$ cat src/rtl/glyph_slot_cache_lru_unit_defines.svh
// assertion macros for the glyph slot cache
// used by the top level only, which supplies clk_i and rst_ni in scope
`ifndef GLYPH_SLOT_CACHE_LRU_UNIT_DEFINES_SVH
`define GLYPH_SLOT_CACHE_LRU_UNIT_DEFINES_SVH

`ifndef SYNTHESIS
`define GSC_ASSERT_SAME(name, ante, cons) \
  name: assert property (@(posedge clk_i) disable iff (!rst_ni) (ante) |-> (cons)) \
    else $error("glyph slot cache check failed");
`define GSC_ASSERT_NEXT(name, ante, cons) \
  name: assert property (@(posedge clk_i) disable iff (!rst_ni) (ante) |=> (cons)) \
    else $error("glyph slot cache check failed");
`else
`define GSC_ASSERT_SAME(name, ante, cons)
`define GSC_ASSERT_NEXT(name, ante, cons)
`endif

`endif

$ cat src/rtl/gsc_pkg.sv
// shared constants and types for the glyph slot cache
// no dependencies
package gsc_pkg;

  localparam int MAX_SLOTS_DEF = 64;
  localparam int CHAR_W        = 16;
  localparam int STAMP_W       = 16;
  localparam int CFG_W         = 7;
  localparam int OUT_SLOT_W    = 6;
  localparam int COUNT_W       = 8;
  localparam int MISS_W        = 32;

  localparam logic [CFG_W-1:0]   SLOTS_RESET = 7'd64;
  localparam logic [STAMP_W-1:0] STAMP_RESET = 16'd1;
  localparam logic [COUNT_W-1:0] COUNT_MAX   = 8'd255;

  typedef struct packed {
    logic start;
    logic step;
  } scan_ctrl_t;

endpackage

$ cat src/rtl/gsc_ram.sv
// generic single write port ram with registered read
// no dependencies
module gsc_ram #(
  parameter int WIDTH = 32,
  parameter int DEPTH = 64
) (
  input  logic                     clk_i,
  input  logic                     we_i,
  input  logic [$clog2(DEPTH)-1:0] waddr_i,
  input  logic [WIDTH-1:0]         wdata_i,
  input  logic [$clog2(DEPTH)-1:0] raddr_i,
  output logic [WIDTH-1:0]         rdata_o
);

  logic [WIDTH-1:0] mem_q [DEPTH];
  logic [WIDTH-1:0] rdata_q;

  always_ff @(posedge clk_i) begin
    if (we_i) begin
      mem_q[waddr_i] <= wdata_i;
    end
    rdata_q <= mem_q[raddr_i];
  end

  assign rdata_o = rdata_q;

endmodule

$ cat src/rtl/gsc_scan.sv
// slot scan unit: one compare of key and stamp per step, keeps first hit and lowest stamp
// depends on gsc_pkg
module gsc_scan #(
  parameter int MAX_SLOTS = gsc_pkg::MAX_SLOTS_DEF
) (
  input  logic                         clk_i,
  input  logic                         rst_ni,
  input  gsc_pkg::scan_ctrl_t          ctrl_i,
  input  logic [$clog2(MAX_SLOTS)-1:0] idx_i,
  input  logic                         entry_valid_i,
  input  logic [gsc_pkg::CHAR_W-1:0]   entry_char_i,
  input  logic [gsc_pkg::STAMP_W-1:0]  entry_stamp_i,
  input  logic [gsc_pkg::CHAR_W-1:0]   key_i,
  output logic                         found_o,
  output logic [$clog2(MAX_SLOTS)-1:0] hit_idx_o,
  output logic [$clog2(MAX_SLOTS)-1:0] min_idx_o
);
  import gsc_pkg::*;

  localparam int SLOT_W = $clog2(MAX_SLOTS);

  logic               found_q, found_d;
  logic [SLOT_W-1:0]  hit_idx_q, hit_idx_d;
  logic [SLOT_W-1:0]  min_idx_q, min_idx_d;
  logic [STAMP_W-1:0] min_stamp_q, min_stamp_d;
  logic [STAMP_W-1:0] eff_stamp;
  logic               match;
  logic               take_min;

  // a slot never written reads as stamp zero
  assign eff_stamp = entry_valid_i ? entry_stamp_i : '0;
  assign match     = entry_valid_i && (entry_char_i == key_i);
  assign take_min  = (idx_i == SLOT_W'(1)) || (eff_stamp < min_stamp_q);

  always_comb begin
    found_d     = found_q;
    hit_idx_d   = hit_idx_q;
    min_idx_d   = min_idx_q;
    min_stamp_d = min_stamp_q;
    if (ctrl_i.start) begin
      found_d   = 1'b0;
      min_idx_d = SLOT_W'(1);
    end else if (ctrl_i.step) begin
      if (match && !found_q) begin
        found_d   = 1'b1;
        hit_idx_d = idx_i;
      end
      if (take_min) begin
        min_idx_d   = idx_i;
        min_stamp_d = eff_stamp;
      end
    end
  end

  always_ff @(posedge clk_i or negedge rst_ni) begin
    if (!rst_ni) begin
      found_q   <= 1'b0;
      min_idx_q <= SLOT_W'(1);
    end else begin
      found_q   <= found_d;
      min_idx_q <= min_idx_d;
    end
  end

  always_ff @(posedge clk_i) begin
    hit_idx_q   <= hit_idx_d;
    min_stamp_q <= min_stamp_d;
  end

  assign found_o   = found_q;
  assign hit_idx_o = hit_idx_q;
  assign min_idx_o = min_idx_q;

endmodule

$ cat src/rtl/glyph_slot_cache_lru_unit.sv
// glyph slot cache, fully associative with least-recently-used replacement
// depends on gsc_pkg, gsc_ram, gsc_scan and glyph_slot_cache_lru_unit_defines.svh
//
//  channel  | dir | handshake              | payload
//  ---------+-----+------------------------+-----------------------------------------
//  cfg      | in  | cfg_valid_i/cfg_ready_o| cfg_data_i: slots_in_use
//  s_axis   | in  | tvalid/tready          | tdata: char_code, tlast: last_in_string
//  m_axis   | out | tvalid/tready          | tdata: slot_index, hit, string_status,
//           |     |                        |        updated_count; tlast: string_done
//
// each transfer runs the states scan, drain and write: scan reads the active slots above slot zero
// from the slot ram one slot per cycle, drain lets the last registered read reach the scan unit,
// and write stores the entry back. the single ram read port forces the slot by slot scan.
// ready returns in the cycle after the write back, so no new character is taken mid-scan;
// the result register lets the next item start while a result waits, and write back
// stalls only while that register holds a result that is not taken.
// reset clears slot valid bits in flops, so no clearing pass runs after reset.
`include "glyph_slot_cache_lru_unit_defines.svh"

module glyph_slot_cache_lru_unit #(
  parameter int MAX_SLOTS = gsc_pkg::MAX_SLOTS_DEF
) (
  input  logic                      clk_i,
  input  logic                      rst_ni,
  input  logic                      cfg_valid_i,
  output logic                      cfg_ready_o,
  input  logic [gsc_pkg::CFG_W-1:0] cfg_data_i,      // [6:0] slots_in_use
  input  logic                      s_axis_tvalid_i,
  output logic                      s_axis_tready_o,
  input  logic [15:0]               s_axis_tdata_i,  // [15:0] char_code
  input  logic                      s_axis_tlast_i,  // last_in_string
  output logic                      m_axis_tvalid_o,
  input  logic                      m_axis_tready_i,
  output logic [15:0]               m_axis_tdata_o,  // [5:0] slot_index, [6] hit,
                                                     // [7] string_status, [15:8] updated_count
  output logic                      m_axis_tlast_o   // string_done
);
  import gsc_pkg::*;

  localparam int SLOT_W = $clog2(MAX_SLOTS);
  localparam int CNT_W  = (SLOT_W + 1 > CFG_W) ? SLOT_W + 1 : CFG_W;
  localparam int RAM_W  = STAMP_W + CHAR_W;

  localparam logic [1:0] ST_IDLE  = 2'd0;
  localparam logic [1:0] ST_SCAN  = 2'd1;
  localparam logic [1:0] ST_DRAIN = 2'd2;
  localparam logic [1:0] ST_WRITE = 2'd3;

  logic [1:0]           state_q, state_d;
  logic [CFG_W-1:0]     slots_cfg_q;
  logic [CHAR_W-1:0]    ch_q;
  logic                 last_q;
  logic [SLOT_W-1:0]    last_idx_q;
  logic [SLOT_W-1:0]    addr_q, addr_d;
  logic                 rd_vld_q;
  logic [SLOT_W-1:0]    rd_idx_q;
  logic [MAX_SLOTS-1:0] slot_valid_q;
  logic [STAMP_W-1:0]   cur_stamp_q;
  logic [MISS_W-1:0]    miss_total_q;
  logic [COUNT_W-1:0]   upd_q;
  logic                 m_tvalid_q;
  logic [15:0]          m_tdata_q;
  logic                 m_tlast_q;

  logic                 in_xfer;
  logic                 commit;
  logic [CNT_W-1:0]     cfg_ext;
  logic [CNT_W-1:0]     n_act;
  logic [RAM_W-1:0]     ram_rdata;
  logic                 found;
  logic [SLOT_W-1:0]    hit_idx;
  logic [SLOT_W-1:0]    min_idx;
  logic [SLOT_W-1:0]    wr_slot;
  logic [COUNT_W-1:0]   upd_next;
  scan_ctrl_t           scan_ctrl;

  assign cfg_ready_o     = 1'b1;
  assign s_axis_tready_o = (state_q == ST_IDLE);
  assign in_xfer         = s_axis_tvalid_i && s_axis_tready_o;
  assign commit          = (state_q == ST_WRITE) && (!m_tvalid_q || m_axis_tready_i);

  // clamp the slot count into 2 .. MAX_SLOTS
  assign cfg_ext = CNT_W'(slots_cfg_q);
  always_comb begin
    if (cfg_ext < CNT_W'(2)) begin
      n_act = CNT_W'(2);
    end else if (cfg_ext > CNT_W'(MAX_SLOTS)) begin
      n_act = CNT_W'(MAX_SLOTS);
    end else begin
      n_act = cfg_ext;
    end
  end

  always_comb begin
    state_d = state_q;
    addr_d  = addr_q;
    case (state_q)
      ST_IDLE: begin
        if (in_xfer) begin
          state_d = ST_SCAN;
          addr_d  = SLOT_W'(1);
        end
      end
      ST_SCAN: begin
        if (addr_q == last_idx_q) begin
          state_d = ST_DRAIN;
        end else begin
          addr_d = addr_q + SLOT_W'(1);
        end
      end
      ST_DRAIN: begin
        state_d = ST_WRITE;
      end
      ST_WRITE: begin
        if (commit) begin
          state_d = ST_IDLE;
        end
      end
      default: begin
        state_d = ST_IDLE;
      end
    endcase
  end

  assign scan_ctrl.start = in_xfer;
  assign scan_ctrl.step  = rd_vld_q;

  gsc_ram #(
    .WIDTH (RAM_W),
    .DEPTH (MAX_SLOTS)
  ) u_slot_ram (
    .clk_i   (clk_i),
    .we_i    (commit),
    .waddr_i (wr_slot),
    .wdata_i ({cur_stamp_q, ch_q}),
    .raddr_i (addr_q),
    .rdata_o (ram_rdata)
  );

  gsc_scan #(
    .MAX_SLOTS (MAX_SLOTS)
  ) u_scan (
    .clk_i         (clk_i),
    .rst_ni        (rst_ni),
    .ctrl_i        (scan_ctrl),
    .idx_i         (rd_idx_q),
    .entry_valid_i (slot_valid_q[rd_idx_q]),
    .entry_char_i  (ram_rdata[CHAR_W-1:0]),
    .entry_stamp_i (ram_rdata[RAM_W-1:CHAR_W]),
    .key_i         (ch_q),
    .found_o       (found),
    .hit_idx_o     (hit_idx),
    .min_idx_o     (min_idx)
  );

  assign wr_slot  = found ? hit_idx : min_idx;
  assign upd_next = (found || upd_q == COUNT_MAX) ? upd_q : upd_q + COUNT_W'(1);

  always_ff @(posedge clk_i or negedge rst_ni) begin
    if (!rst_ni) begin
      state_q      <= ST_IDLE;
      slots_cfg_q  <= SLOTS_RESET;
      rd_vld_q     <= 1'b0;
      slot_valid_q <= '0;
      cur_stamp_q  <= STAMP_RESET;
      miss_total_q <= '0;
      upd_q        <= '0;
      m_tvalid_q   <= 1'b0;
    end else begin
      state_q  <= state_d;
      rd_vld_q <= (state_q == ST_SCAN);
      if (cfg_valid_i && cfg_ready_o) begin
        slots_cfg_q <= cfg_data_i;
      end
      if (commit) begin
        slot_valid_q[wr_slot] <= 1'b1;
        m_tvalid_q            <= 1'b1;
        if (!found) begin
          miss_total_q <= miss_total_q + MISS_W'(1);
        end
        if (last_q) begin
          cur_stamp_q <= cur_stamp_q + STAMP_W'(1);
          upd_q       <= '0;
        end else begin
          upd_q <= upd_next;
        end
      end else if (m_axis_tready_i) begin
        m_tvalid_q <= 1'b0;
      end
    end
  end

  always_ff @(posedge clk_i) begin
    addr_q   <= addr_d;
    rd_idx_q <= addr_q;
    if (in_xfer) begin
      ch_q       <= s_axis_tdata_i[CHAR_W-1:0];
      last_q     <= s_axis_tlast_i;
      last_idx_q <= SLOT_W'(n_act - CNT_W'(1));
    end
    if (commit) begin
      m_tdata_q <= {upd_next, last_q && (upd_next != '0), found, OUT_SLOT_W'(wr_slot)};
      m_tlast_q <= last_q;
    end
  end

  assign m_axis_tvalid_o = m_tvalid_q;
  assign m_axis_tdata_o  = m_tdata_q;
  assign m_axis_tlast_o  = m_tlast_q;

  // slot zero is never bound
  `GSC_ASSERT_SAME(a_no_slot_zero, commit, wr_slot != '0)
  // a hit always points at a bound slot
  `GSC_ASSERT_SAME(a_hit_bound, commit && found, slot_valid_q[hit_idx])
  // reads stay inside the active range
  `GSC_ASSERT_SAME(a_scan_range, rd_vld_q, rd_idx_q != '0 && rd_idx_q <= last_idx_q)
  // the stamp advances once per closed string
  `GSC_ASSERT_NEXT(a_stamp_step, commit && last_q, cur_stamp_q == $past(cur_stamp_q) + STAMP_W'(1))

endmodule
$ cat config.mk
export PLATFORM = sky130hd
export DESIGN_NAME = glyph_slot_cache_lru_unit
export DESIGN_NICKNAME = d
export VERILOG_FILES = /design/src/rtl/gsc_pkg.sv /design/src/rtl/gsc_ram.sv /design/src/rtl/gsc_scan.sv /design/src/rtl/glyph_slot_cache_lru_unit.sv
export VERILOG_INCLUDE_DIRS = /design/src /design/src/rtl
export SDC_FILE = /design/constraint.sdc
export NUM_CORES = 2
export LEC_CHECK = 0
export BUFFER_PORTS_ARGS = -buffer_cell sky130_fd_sc_hd__buf_2
export CORE_MARGIN = 2
export CORE_UTILIZATION = 40
export CTS_BUF_LIST = sky130_fd_sc_hd__clkbuf_2 sky130_fd_sc_hd__clkbuf_4 sky130_fd_sc_hd__clkbuf_8
export DETAILED_ROUTE_END_ITERATION = 16
export PLACE_DENSITY_LB_ADDON = 0.12
export SYNTH_ARGS = -nofsm -noshare
export SYNTH_HDL_FRONTEND = slang
export SYNTH_SLANG_ARGS = --single-unit
export TNS_END_PERCENT = 30
$ cat constraint.sdc
create_clock -name clk_i -period 12.6 [get_ports clk_i]
set_input_delay 1.89 -clock clk_i [delete_from_list [all_inputs] [get_ports clk_i]]
set_output_delay 1.89 -clock clk_i [all_outputs]
set_load 0.02 [all_outputs]
==> results.md <==
* GRT Util Overall at 20.27%
* Final Skew at 0.05575 ns
* Critical path data required time at 13.34 ns
* Synth top area share at 73.82%
* Ys Warns at 0
* Initial Util at between 40% and 50%
* Setup violations, final at 0
* Vias/cell at 5.490
* CP startpoint kind: flip-flop
* Max Cap Violations at 0
* Ys async rst share at 4.690%
* Placed cells at between 6000 and 7000
* Tmin final at around 4.7 ns
* Max FO, Critical Path at 18
* Non-filler cells, final at 7135
* Total global routing overflow at 0
* RePlAce Congestion at ~0.79
* Final Instance Area at between 90000 and 100000 um2
* Die Footprint at roughly 220000 um2
* Outcome: completed
* Final Hold Vio Count at 0
* Hold slack at 0.4633 ns
* CTS root buf: clkbuf_8
* Clk Latency, worst-skew pair at approximately 1.1 ns
* CTS Buffer Depth at 4
* Gr busiest metal: met2
* Largest net degree at the start of global routing at 120
* Fin crit share at about 37%
* # DRC at 0
* FF-to-FF path depth at 13
* Post-synth top area cell: edfxtp_1
* Ranking of synthesized cells by area: edfxtp_1, mux4_2, dfrtp_1, dfxtp_1, or2_2
* Via count of the first global-routing pass at between 40000 and 50000
* Layout cell share with drive strength beyond 1 at between 30% and 40%
* Routed wire length at 220100 um
* Fin worst setup slack at between 7 and 8 ns
* Die extent in x at 467.9 um
* Layout fillers at approximately 18000
* Avg Cell Area, Syn at around 24 um2
* Net Count, Synth at ~3600
* Netlist cell types at 54
* RSZ-0062 raised after global routing: false
* CTS clk-pin slew, worst paths at roughly 0.060 ns
* Most frequent cell after synthesis: edfxtp_1
* Post-route ant nets at 0
* Clk sinks at 2260
* Layout area overhead at 14.08%
* Core ar. at 214200 um2
* Die H at between 400 and 500 um
* Drt pass-1 iters at 8
* Final HPWL from detailed placement at between 100000 and 150000 um
* Total power at slightly above 20 mW
* Worst VDD drop at around 0.00026 V
* Post-synth top flop: edfxtp_1
* IO Pins at slightly below 50
* Slew HR at between 10% and 20%
* Post_cts resized at 0
* Post-place setup slack at about 7.5 ns
* Row count at 170
* TNS Setup at 0 ns
* Arrival @ worst endpoint at around 5.4 ns
* GR Util met3 at 4.075%
* Nets at 4033
* Critical path capture point type: flip-flop
* I/O Buffers at between 40 and 50
* Final Max Tran Viols at 0
* Sequential area share after synthesis at between 70% and 80%
* H-tree depth at 5
* Wire length per cell at between 30 and 40 um
* Leak pwr at around 30 nW
* Number of synthesized flops with an enable pin at roughly 2100
* First-pass GRT wire length at a little over 300000 um
* Area of placed instances at about 90000 um2
* Synthesized area at 86070 um2
* Final design utilization at a little under half
* Initial antenna violation count at 24
* Min-Delay Path Class: flip-flop to flip-flop
* Yosys reg bits at roughly 2300
* Hold depth at 1
* Post-CTS Setup Bufs at 0
* Vias at 39174
* CTS tree: yes
* Detailed Route Iter0 Violations at roughly 3900
* Top achievable clock speed at between 200 and 250 MHz
* WS Path Type: flip-flop to flip-flop
* Worst slew pin tran at around 1.2 ns
* Cells after synthesis at approximately 3600
* Post-cts hold buffer count at 0
* Power per cell area at between 200 and 250 nW/um2
* M1 GR Usage at about 29%
* Synth cell count leaders: edfxtp_1, mux4_2, dfrtp_1
* Num CTS Buffers at between 300 and 400
* Met2 Resource Use GR at between 30% and 40%
-- final cells by class --
class	count	area [um2]	share of cell area, %
multi-input combinational	1120	18740	19.09
antenna	22	55.05	0.05607
timing repair buffer	170	1236	1.259
clock buffer	556	6802	6.927
tap	2838	3551	3.616
inverter	37	138.9	0.1414
clock inverter	132	689.4	0.7021
sequential	2260	66980	68.21
-- report_power, final --
group	internal [mW]	switching, mW
Sequential	8.77	0.190
Clock	3.54	2.92
Combinational	2.10	2.88
Total	14.4	5.98
-- worst paths after layout --
kind                       slack, ns                         endpoint                         start
max                             7.92  u_scan.min_stamp_q[5]$_DFFE_PP_           rd_idx_q[1]$_DFF_P_
min                             0.46     slot_valid_q[13]$_DFFE_PN0P_  slot_valid_q[13]$_DFFE_PN0P_
max reg2reg                     7.92  u_scan.min_stamp_q[5]$_DFFE_PP_           rd_idx_q[1]$_DFF_P_
min reg2reg                     0.46     slot_valid_q[13]$_DFFE_PN0P_  slot_valid_q[13]$_DFFE_PN0P_
max in group asynchronous      10.43     slot_valid_q[55]$_DFFE_PN0P_                        rst_ni
min in group asynchronous       0.84               rd_vld_q$_DFF_PN0_                        rst_ni
-- state kept, by name (all words and copies together) (netlist names), 7 cells and up --
signal / cells
cfg_ext: 7
m_axis_tdata_o: 16
cur_stamp_q: 16
ch_q: 16
u_scan.min_stamp_q: 16
slot_valid_q: 64
u_slot_ram.mem_q: 2048
u_slot_ram.rdata_o: 32
upd_q: 8
-- cells in the final DEF (no fill, tap or decap), types with 39 or more instances in the layout --
cell / count
buf_2: 46
buf_4: 118
clkbuf_4: 136
clkbuf_8: 420
clkinv_1: 80
clkinv_2: 39
dfrtp_1: 88
edfxtp_1: 2116
mux4_2: 684
nand2_1: 40
nor2_4: 64
or2_2: 64
-- logic make-up after synthesis --
logic type / after synthesis / synth area share [%]
buffers and inverters: 200 / 0.9958
multiplexers: 715 / 18.28
AO/OA/AOI/OAI: 50 / 0.4259
adder cells (fa/ha/maj): 23 / 0.3344
other: 1 / 0.004357
AND/OR/NAND/NOR: 281 / 1.653
XOR/XNOR: 50 / 0.5088
flip-flops: 2260 / 77.79
-- routing by layer --
metal | wire [um] | up-vias
li1 | - | 16148
met1 | 97890 | 21474
met2 | 102900 | 1184
met3 | 13860 | 368
met4 | 5426 | 0
met5 | 0 | -
-- critical path, cell delays in order (launching register included) --
cell	delay (ns)
dfxtp_1	0.88
mux4_2	0.59
mux2i_1	0.19
a21oi_1	0.09
a32o_1	0.42
and3_1	0.28
ha_1	0.31
a21o_1	0.18
a21o_1	0.17
a2111oi_0	0.36
o21ai_0	0.19
nor2b_1	0.20
a211oi_2	0.19
buf_4	0.28
Power figures use the tool's default switching activity.
